--- config.mk ---
export PLATFORM = sky130hd
export DESIGN_NAME = address_range_union_table
export DESIGN_NICKNAME = d
export VERILOG_FILES = /design/src/rtl/arut_pkg.sv /design/src/rtl/arut_ram.sv /design/src/rtl/address_range_union_table.sv
export SDC_FILE = /design/constraint.sdc
export NUM_CORES = 2
export LEC_CHECK = 0
export ABC_AREA = 1
export BUFFER_PORTS_ARGS = -buffer_cell sky130_fd_sc_hd__buf_2
export CAP_MARGIN = 5
export CORE_ASPECT_RATIO = 1.5
export CORE_UTILIZATION = 40
export DETAILED_ROUTE_END_ITERATION = 12
export GPL_TIMING_DRIVEN = 0
export SYNTH_ARGS = -nofsm -noshare
export SYNTH_HDL_FRONTEND = slang
export SYNTH_SLANG_ARGS = --single-unit
--- constraint.sdc ---
create_clock -name clk -period 10.9 [get_ports clk]
set_input_delay 1.09 -clock clk [delete_from_list [all_inputs] [get_ports clk]]
set_output_delay 1.09 -clock clk [all_outputs]
set_load 0.1 [all_outputs]
--- src/rtl/arut_pkg.sv ---
// Package for the address range union table: sizes, control word layout and microcode.
`default_nettype none

package arut_pkg;

	localparam int TABLE_DEPTH = 64;
	localparam int ADDR_W      = 16;
	localparam int IDX_W       = $clog2(TABLE_DEPTH);
	localparam int CNT_W       = $clog2(TABLE_DEPTH + 1);
	localparam int ENTRY_W     = 2 * ADDR_W;
	localparam int STEP_W      = 5;

	localparam logic [1:0] ST_OK   = 2'd0;
	localparam logic [1:0] ST_FULL = 2'd1;
	localparam logic [1:0] ST_BAD  = 2'd2;

	// step addresses
	localparam logic [STEP_W-1:0] S_IDLE   = 5'd0;
	localparam logic [STEP_W-1:0] S_DISP   = 5'd1;
	localparam logic [STEP_W-1:0] S_CHK    = 5'd2;
	localparam logic [STEP_W-1:0] S_A_RD   = 5'd3;
	localparam logic [STEP_W-1:0] S_A_BEF  = 5'd4;
	localparam logic [STEP_W-1:0] S_A_AFT  = 5'd5;
	localparam logic [STEP_W-1:0] S_B_RD   = 5'd6;
	localparam logic [STEP_W-1:0] S_B_AFT  = 5'd7;
	localparam logic [STEP_W-1:0] S_B_EXT  = 5'd8;
	localparam logic [STEP_W-1:0] S_M_WR   = 5'd9;
	localparam logic [STEP_W-1:0] S_M_RD   = 5'd10;
	localparam logic [STEP_W-1:0] S_M_CP   = 5'd11;
	localparam logic [STEP_W-1:0] S_M_END  = 5'd12;
	localparam logic [STEP_W-1:0] S_N_CHK  = 5'd13;
	localparam logic [STEP_W-1:0] S_N_RD   = 5'd14;
	localparam logic [STEP_W-1:0] S_N_CP   = 5'd15;
	localparam logic [STEP_W-1:0] S_N_WR   = 5'd16;
	localparam logic [STEP_W-1:0] S_RD_ISS = 5'd17;
	localparam logic [STEP_W-1:0] S_RD_CAP = 5'd18;
	localparam logic [STEP_W-1:0] S_BAD    = 5'd19;
	localparam logic [STEP_W-1:0] S_FULL   = 5'd20;
	localparam logic [STEP_W-1:0] S_FIN    = 5'd21;
	localparam logic [STEP_W-1:0] S_FIN_W  = 5'd22;

	typedef enum logic [3:0] {
		C_NEXT, C_ALWAYS, C_NO_IN, C_READ, C_BAD, C_K_END, C_BEFORE,
		C_AFTER, C_FULL, C_K_LO, C_IDX_BAD, C_OUT_FREE
	} cond_t;

	typedef enum logic [1:0] {RD_NONE, RD_K, RD_KM1, RD_IDX} rd_sel_t;
	typedef enum logic [2:0] {WR_NONE, WR_LO_MERGED, WR_LO_NEW, WR_LO_COPY, WR_KP1_COPY} wr_sel_t;
	typedef enum logic [2:0] {K_HOLD, K_ZERO, K_INC, K_DEC, K_LD_HI, K_LD_CNT} k_op_t;
	typedef enum logic [1:0] {LO_HOLD, LO_LD_K, LO_INC} lo_op_t;
	typedef enum logic [1:0] {MS_HOLD, MS_INIT, MS_EXT} ms_op_t;
	typedef enum logic [1:0] {CNT_HOLD, CNT_LD_LO, CNT_INC} cnt_op_t;
	typedef enum logic [1:0] {SO_HOLD, SO_OK, SO_FULL, SO_BAD} st_op_t;

	typedef struct packed {
		cond_t             cond;
		logic [STEP_W-1:0] target;
		rd_sel_t           rd;
		wr_sel_t           wr;
		k_op_t             k_op;
		lo_op_t            lo_op;
		logic              hi_ld;
		ms_op_t            ms_op;
		cnt_op_t           cnt_op;
		st_op_t            st_op;
		logic              rd_clr;
		logic              rd_ld;
		logic              out_ld;
	} ucode_t;

	localparam ucode_t UC_NOP = '{
		cond: C_NEXT, target: S_IDLE, rd: RD_NONE, wr: WR_NONE, k_op: K_HOLD,
		lo_op: LO_HOLD, hi_ld: 1'b0, ms_op: MS_HOLD, cnt_op: CNT_HOLD,
		st_op: SO_HOLD, rd_clr: 1'b0, rd_ld: 1'b0, out_ld: 1'b0
	};

	// Jumps go to target when the condition holds, else to the next step.
	function automatic ucode_t ucode_rom(input logic [STEP_W-1:0] step);
		ucode_t w;
		w = UC_NOP;
		case (step)
			S_IDLE: begin
				w.cond = C_NO_IN; w.target = S_IDLE;
			end
			S_DISP: begin
				w.cond = C_READ; w.target = S_RD_ISS;
				w.k_op = K_ZERO; w.rd_clr = 1'b1;
			end
			S_CHK: begin
				w.cond = C_BAD; w.target = S_BAD;
			end
			// find first entry that reaches the new start
			S_A_RD: begin
				w.cond = C_K_END; w.target = S_N_CHK;
				w.lo_op = LO_LD_K; w.rd = RD_K; w.k_op = K_INC;
			end
			S_A_BEF: begin
				w.cond = C_BEFORE; w.target = S_A_RD;
			end
			S_A_AFT: begin
				w.cond = C_AFTER; w.target = S_N_CHK; w.ms_op = MS_INIT;
			end
			// extend over following entries that start by end + 1
			S_B_RD: begin
				w.cond = C_K_END; w.target = S_M_WR;
				w.hi_ld = 1'b1; w.rd = RD_K; w.k_op = K_INC;
			end
			S_B_AFT: begin
				w.cond = C_AFTER; w.target = S_M_WR;
			end
			S_B_EXT: begin
				w.cond = C_ALWAYS; w.target = S_B_RD; w.ms_op = MS_EXT;
			end
			// write the merged entry, then pull the tail up
			S_M_WR: begin
				w.wr = WR_LO_MERGED; w.k_op = K_LD_HI; w.lo_op = LO_INC;
			end
			S_M_RD: begin
				w.cond = C_K_END; w.target = S_M_END; w.rd = RD_K; w.k_op = K_INC;
			end
			S_M_CP: begin
				w.cond = C_ALWAYS; w.target = S_M_RD; w.wr = WR_LO_COPY; w.lo_op = LO_INC;
			end
			S_M_END: begin
				w.cond = C_ALWAYS; w.target = S_FIN; w.cnt_op = CNT_LD_LO; w.st_op = SO_OK;
			end
			// no overlap: open a gap at lo by shifting the tail down
			S_N_CHK: begin
				w.cond = C_FULL; w.target = S_FULL; w.k_op = K_LD_CNT;
			end
			S_N_RD: begin
				w.cond = C_K_LO; w.target = S_N_WR; w.rd = RD_KM1; w.k_op = K_DEC;
			end
			S_N_CP: begin
				w.cond = C_ALWAYS; w.target = S_N_RD; w.wr = WR_KP1_COPY;
			end
			S_N_WR: begin
				w.cond = C_ALWAYS; w.target = S_FIN; w.wr = WR_LO_NEW;
				w.cnt_op = CNT_INC; w.st_op = SO_OK;
			end
			S_RD_ISS: begin
				w.cond = C_IDX_BAD; w.target = S_BAD; w.rd = RD_IDX;
			end
			S_RD_CAP: begin
				w.cond = C_ALWAYS; w.target = S_FIN; w.rd_ld = 1'b1; w.st_op = SO_OK;
			end
			S_BAD: begin
				w.cond = C_ALWAYS; w.target = S_FIN; w.st_op = SO_BAD;
			end
			S_FULL: begin
				w.cond = C_ALWAYS; w.target = S_FIN; w.st_op = SO_FULL;
			end
			S_FIN: begin
				w.cond = C_OUT_FREE; w.target = S_IDLE; w.out_ld = 1'b1;
			end
			S_FIN_W: begin
				w.cond = C_ALWAYS; w.target = S_FIN;
			end
			default: begin
				w.cond = C_ALWAYS; w.target = S_IDLE;
			end
		endcase
		return w;
	endfunction

endpackage

`default_nettype wire

--- src/rtl/arut_ram.sv ---
// Generic single-write, single-read RAM with registered read data.
`default_nettype none

module arut_ram #(
	parameter int WIDTH = 32,
	parameter int DEPTH = 64
) (
	input  wire logic                     clk,
	input  wire logic                     we,
	input  wire logic [$clog2(DEPTH)-1:0] waddr,
	input  wire logic [WIDTH-1:0]         wdata,
	input  wire logic                     re,
	input  wire logic [$clog2(DEPTH)-1:0] raddr,
	output logic      [WIDTH-1:0]         rdata
);

	logic [WIDTH-1:0] mem_q [DEPTH];

	always_ff @(posedge clk) begin
		if (we) begin
			mem_q[waddr] <= wdata;
		end
		if (re) begin
			rdata <= mem_q[raddr];
		end
	end

endmodule

`default_nettype wire

--- src/rtl/address_range_union_table.sv ---
// Sorted, coalesced table of inclusive address ranges run by a microcoded sequencer.
// Usage:
//  Requests arrive on the s_axis channel. tuser selects insert (0) or read (1);
//  tdata carries start, end and entry index. One response per request leaves on
//  m_axis with status, entry count after the request and the read bounds.
//  Insert scans from entry 0 past each entry below the new range and over each
//  entry it merges (the single RAM read port has registered read data), then
//  moves the tail one entry at a time. A read or a bad range needs no scan; an
//  insert that needs a new entry is dropped with status full on a full table.
//  One request is in flight at a time; s_axis_tready is high only while the
//  sequencer waits at its idle step. The response sits in an output register:
//  the next request is accepted while it waits. If the receiver stalls, a
//  finished second request holds in the final steps until the register frees.
//  Reset clears the entry count, the output valid flag and the sequencer; table
//  contents are not cleared and data of entries at or above the count is never used.
`default_nettype none

module address_range_union_table
	import arut_pkg::*;
(
	input  wire logic        clk,
	input  wire logic        arst_n,
	input  wire logic        s_axis_tvalid,
	output logic             s_axis_tready,
	input  wire logic [39:0] s_axis_tdata,  // start_addr[15:0], end_addr[31:16], entry_index[37:32]
	input  wire logic [0:0]  s_axis_tuser,  // req_type
	output logic             m_axis_tvalid,
	input  wire logic        m_axis_tready,
	output logic [47:0]      m_axis_tdata   // status[1:0], entry_count[8:2], range_start[24:9],
	                                        // range_end[40:25]
);

	logic [STEP_W-1:0] step_q;
	ucode_t            uc;

	logic              req_q;
	logic [ADDR_W-1:0] s_q, e_q, ms_q, me_q, rs_q, re_q;
	logic [IDX_W-1:0]  idx_q;
	logic [CNT_W-1:0]  cnt_q, k_q, lo_q, hi_q;
	logic [1:0]        st_q;

	logic              out_valid_q;
	logic [1:0]        out_st_q;
	logic [CNT_W-1:0]  out_cnt_q;
	logic [ADDR_W-1:0] out_rs_q, out_re_q;

	logic              ram_we, ram_re;
	logic [IDX_W-1:0]  ram_waddr, ram_raddr;
	logic [ENTRY_W-1:0] ram_wdata, ram_rdata;
	logic [ADDR_W-1:0] rd_start, rd_end;
	logic [ADDR_W:0]   rd_end_p1, e_p1;
	logic [CNT_W-1:0]  k_m1, k_p1;

	logic in_xfer, out_free, cond_hit;

	assign uc       = ucode_rom(step_q);
	assign in_xfer  = s_axis_tvalid && s_axis_tready;
	assign out_free = !out_valid_q || m_axis_tready;

	assign rd_start  = ram_rdata[ENTRY_W-1:ADDR_W];
	assign rd_end    = ram_rdata[ADDR_W-1:0];
	assign rd_end_p1 = {1'b0, rd_end} + {{ADDR_W{1'b0}}, 1'b1};
	assign e_p1      = {1'b0, e_q} + {{ADDR_W{1'b0}}, 1'b1};
	assign k_m1      = k_q - {{(CNT_W-1){1'b0}}, 1'b1};
	assign k_p1      = k_q + {{(CNT_W-1){1'b0}}, 1'b1};

	always_comb begin
		case (uc.cond)
			C_NEXT:     cond_hit = 1'b0;
			C_ALWAYS:   cond_hit = 1'b1;
			C_NO_IN:    cond_hit = !s_axis_tvalid;
			C_READ:     cond_hit = req_q;
			C_BAD:      cond_hit = s_q > e_q;
			C_K_END:    cond_hit = k_q >= cnt_q;
			C_BEFORE:   cond_hit = rd_end_p1 < {1'b0, s_q};
			C_AFTER:    cond_hit = {1'b0, rd_start} > e_p1;
			C_FULL:     cond_hit = cnt_q >= CNT_W'(TABLE_DEPTH);
			C_K_LO:     cond_hit = k_q == lo_q;
			C_IDX_BAD:  cond_hit = {1'b0, idx_q} >= cnt_q;
			C_OUT_FREE: cond_hit = out_free;
			default:    cond_hit = 1'b0;
		endcase
	end

	// memory port selection
	always_comb begin
		ram_re    = 1'b1;
		ram_raddr = k_q[IDX_W-1:0];
		case (uc.rd)
			RD_NONE: ram_re = 1'b0;
			RD_K:    ram_raddr = k_q[IDX_W-1:0];
			RD_KM1:  ram_raddr = k_m1[IDX_W-1:0];
			RD_IDX:  ram_raddr = idx_q;
			default: ram_re = 1'b0;
		endcase
	end

	always_comb begin
		ram_we    = 1'b1;
		ram_waddr = lo_q[IDX_W-1:0];
		ram_wdata = ram_rdata;
		case (uc.wr)
			WR_NONE:      ram_we = 1'b0;
			WR_LO_MERGED: ram_wdata = {ms_q, me_q};
			WR_LO_NEW:    ram_wdata = {s_q, e_q};
			WR_LO_COPY:   ram_wdata = ram_rdata;
			WR_KP1_COPY:  ram_waddr = k_p1[IDX_W-1:0];
			default:      ram_we = 1'b0;
		endcase
	end

	arut_ram #(
		.WIDTH(ENTRY_W),
		.DEPTH(TABLE_DEPTH)
	) u_ram (
		.clk   (clk),
		.we    (ram_we),
		.waddr (ram_waddr),
		.wdata (ram_wdata),
		.re    (ram_re),
		.raddr (ram_raddr),
		.rdata (ram_rdata)
	);

	// sequencer and control state
	always_ff @(posedge clk or negedge arst_n) begin
		if (!arst_n) begin
			step_q      <= S_IDLE;
			cnt_q       <= '0;
			out_valid_q <= 1'b0;
		end else begin
			step_q <= cond_hit ? uc.target : step_q + {{(STEP_W-1){1'b0}}, 1'b1};
			case (uc.cnt_op)
				CNT_HOLD:  cnt_q <= cnt_q;
				CNT_LD_LO: cnt_q <= lo_q;
				CNT_INC:   cnt_q <= cnt_q + {{(CNT_W-1){1'b0}}, 1'b1};
				default:   cnt_q <= cnt_q;
			endcase
			if (uc.out_ld && out_free) begin
				out_valid_q <= 1'b1;
			end else if (m_axis_tready) begin
				out_valid_q <= 1'b0;
			end
		end
	end

	// datapath registers
	always_ff @(posedge clk) begin
		if (in_xfer) begin
			req_q <= s_axis_tuser[0];
			s_q   <= s_axis_tdata[ADDR_W-1:0];
			e_q   <= s_axis_tdata[16 +: ADDR_W];
			idx_q <= s_axis_tdata[32 +: IDX_W];
		end

		case (uc.k_op)
			K_HOLD:   k_q <= k_q;
			K_ZERO:   k_q <= '0;
			K_INC:    k_q <= k_p1;
			K_DEC:    k_q <= k_m1;
			K_LD_HI:  k_q <= hi_q;
			K_LD_CNT: k_q <= cnt_q;
			default:  k_q <= k_q;
		endcase

		case (uc.lo_op)
			LO_HOLD: lo_q <= lo_q;
			LO_LD_K: lo_q <= k_q;
			LO_INC:  lo_q <= lo_q + {{(CNT_W-1){1'b0}}, 1'b1};
			default: lo_q <= lo_q;
		endcase

		if (uc.hi_ld) begin
			hi_q <= k_q;
		end

		case (uc.ms_op)
			MS_HOLD: ;
			MS_INIT: begin
				ms_q <= (rd_start < s_q) ? rd_start : s_q;
				me_q <= (rd_end > e_q) ? rd_end : e_q;
			end
			MS_EXT:  me_q <= (rd_end > me_q) ? rd_end : me_q;
			default: ;
		endcase

		case (uc.st_op)
			SO_HOLD: st_q <= st_q;
			SO_OK:   st_q <= ST_OK;
			SO_FULL: st_q <= ST_FULL;
			SO_BAD:  st_q <= ST_BAD;
			default: st_q <= st_q;
		endcase

		if (uc.rd_clr) begin
			rs_q <= '0;
			re_q <= '0;
		end else if (uc.rd_ld) begin
			rs_q <= rd_start;
			re_q <= rd_end;
		end

		if (uc.out_ld && out_free) begin
			out_st_q  <= st_q;
			out_cnt_q <= cnt_q;
			out_rs_q  <= rs_q;
			out_re_q  <= re_q;
		end
	end

	assign s_axis_tready = step_q == S_IDLE;
	assign m_axis_tvalid = out_valid_q;
	assign m_axis_tdata  = {7'd0, out_re_q, out_rs_q, out_cnt_q, out_st_q};

endmodule

`default_nettype wire

==> out/summary.txt <==
Core ar. - 256,000 µm²
# clock sinks - 2,260
CP Capture Type - flop
Area Overhead vs Synth - 15.0%
IO Count - 95
synth warn - 0
crit path DAT - 5880 ps
crit-path cells - inv_1 -> ha_1 -> nand2_2 -> nor2_8 -> nor2_4 -> inv_1 -> o221ai_1 -> inv_1 -> buf_2 -> buf_1 -> nand3_1 -> nand3_1 -> nand3_1 -> nand2_1
Final Routed Wirelength - 363,000 µm
RSZ-0062 raised after global routing - no
Initial Util - 40.3%
final hold vios - 0
f_max - 192 MHz
Worst-Skew Late Latency - 920 ps
relative slew slack - 15.1%
Most flops, register - u_ram.mem_q
total CTS buffers - 212
initial antenna violation count - 24
fill count - 23,293
DR DRC count - 0
Mapped Area - 103,000 µm²
layout cells sized above 1 - 10.8%
grt met2 use - 48.4%
clk buf depth - 4
max-cap violations - 0
R2R setup slack - 5700 ps
Non-Filler Instances - 13,909
Synth cell types - 50
Initial DRT Pass Iterations - 9
count leader, synth - edfxtp_1
pins over their slew limit - 0
largest family of logic cells by synthesized area - simple AND/OR/NAND/NOR gates
Min Hold Slack - 109 ps
final core utilization - 46.4%
Die Y - 624 µm
CP required - 11,570 ps
IO buf count - 85
met3 Usage GRT - 4.00%
Worst Reg2Reg Path Length in Cells - 14
busiest grt layer - met2
outcome - complete, no violations
ys flop type - edfxtp_1
nets - 10,576
Placed Cells - 13,517
GRT Residual Overflow - 0
vias in the first global route - 73,296
max incr delay on CP - 980 ps
Least-Margin Pin Slew - 1270 ps
TNS Setup - 0 ps
synth cell count leaders - edfxtp_1, inv_1, nand3_1, nand2_1, nand4_1
Routed wire per std cell - 26.1 µm
DRT iter0 DRCs - 8,075
DIE WIDTH - 417 µm
syn avg cell area - 10.5 µm²
Rows - 227
Crit Path Class - reg -> reg
Synth Area in XOR/XNOR - 0.399%
Leak - 48.6 nW
hpwl dp - 275,000 µm
Slowest-stage cell, CP - buf_1
Pwr Density - 330 nW/µm²
CTS tree - built
Clk pin slew, worst setup/hold paths - 70 ps
Post-synth EDFFs - 2,215
sequential-to-total area share from yosys stat - 65.5%
via count - 76,077
crit path max fanout - 10
met1 usage - 30.0%
largest net degree at the start of global routing - 33
Setup Skew - 55.8 ps
post-synthesis adder-cell area fraction - 1.46%
H-Tree Level Count - 4
post-CTS sizing - 0
final period utilization - 47.7%
Total GRT Usage - 27.4%
reg2reg end - u_ram.rdata[25]
GPL Wtd Cong - 1.04
Compound-Gate Fraction of Synth Area - 2.97%
asr flop ratio synth - 0.575%
Final min period - 5200 ps
Synth area leaders - edfxtp_1, nand3_1, inv_1
Worst setup SP type - flop
dominant cell type by area after synthesis - edfxtp_1
Yosys reg bits - 2,260
final setup fails - 0
root buffer cell - clkbuf_16
Via density - 5.47
simple-gate share of the synthesized area - 19.8%
Hold-fix buffers, CTS - 0
largest registers - u_ram.mem_q: 2048 flops, u_ram.rdata: 32 flops
first-pass GRT wire length - 511,000 µm
mux contribution to synthesized area - 0%
synthesized instance count - 9,853
final setup margin - 5700 ps
Post-CTS Setup Inserts - 0
Synth top area share - 64.5%
pre-CTS WS - 5990 ps
die area - 260,000 µm²
Antenna Nets Post-Route - 0
R2R Path Start - step_q[0]
Max IR drop VDD - 0.000225 V
HP Class - in -> async
Largest register FFs - 2,048
cells by family (layout without fill, tap and decap cells):
logic type               Yosys count  after routing
AO/OA/AOI/OAI                    550            550
buffers and inverters           2541           3260
flip-flops                      2260           2260
adder cells (fa/ha/maj)          120            120
XOR/XNOR                          47             47
other                              1             18
AND/OR/NAND/NOR                 4334           4334
worst max-delay path by stage:
stage	to	slack, ps	depth (start not counted)	start
after global routing	u_ram.mem_q[4][19]	5770	17	step_q[0]
after detailed placement	u_ram.rdata[26]	5990	14	step_q[0]
final	u_ram.rdata[25]	5700	14	step_q[0]
after global placement	u_ram.mem_q[13][11]	-990	9	step_q[0]
after floorplan	e_q[0]	6590	2	s_axis_tvalid
after CTS	u_ram.mem_q[4][19]	5970	17	step_q[0]
per-stage QoR:
stage / power [mW] / instance area, µm²
CTS: 38.7 / 119000
detailed placement: 31.4 / 112000
finish: 39.1 / 119000
floorplan: 21.7 / 103000
global placement: 30.7 / 108000
global route: 40.3 / 119000
layout make-up:
cell class	instances	area, µm²	share of cell area, %
clock inverter	121	1100	0.925
inverter	1899	7130	6.01
multi-input combinational	5058	26200	22.1
timing repair buffer	338	3870	3.26
buffer	642	3060	2.58
sequential	2260	67500	56.9
antenna	11	27.5	0.0232
tap	3320	4150	3.50
clock buffer	260	5560	4.69
critical path: cells and delay by family, from the launching register on:
| kind | cells | cell delay (ps) |
|---|---|---|
| DFF | 1 | 420 |
| AOI/OAI and AO/OA | 1 | 350 |
| and+or+nand+nor | 7 | 1800 |
| adders and majority gates | 1 | 280 |
| buffers and inverters | 5 | 2120 |
power by group:
part	switching (mW)	internal, mW	total (mW)
logic	14.7	4.86	19.6
registers	0.341	11.8	12.2
clock network	3.35	4.05	7.40
total	18.4	20.7	39.1
cell usage in the layout (no fill, tap or decap), types with 32 or more instances in the layout:
cell          n
nand2_1    1588
clkinv_1     43
nand4_1     742
o21ai_0     140
buf_4       169
edfxtp_1   2215
xor2_1       36
buf_2       421
nor2_4       67
o21ai_1     235
buf_1        48
inv_1      1889
nor2_1      159
a21oi_1      67
clkbuf_1    243
clkinv_2     38
ha_1        120
clkbuf_16   215
dfxtp_1      32
buf_12       85
o211ai_1     57
nand3_1    1725
routing by layer:
| metal | vias up | routed length [µm] |
|---|---|---|
| li1 | 34765 | - |
| met3 | 957 | 25900 |
| met4 | 6 | 30500 |
| met5 | - | 37 |
| met2 | 3339 | 182000 |
| met1 | 37010 | 125000 |
No activity file was read; power rests on OpenSTA's default activity.
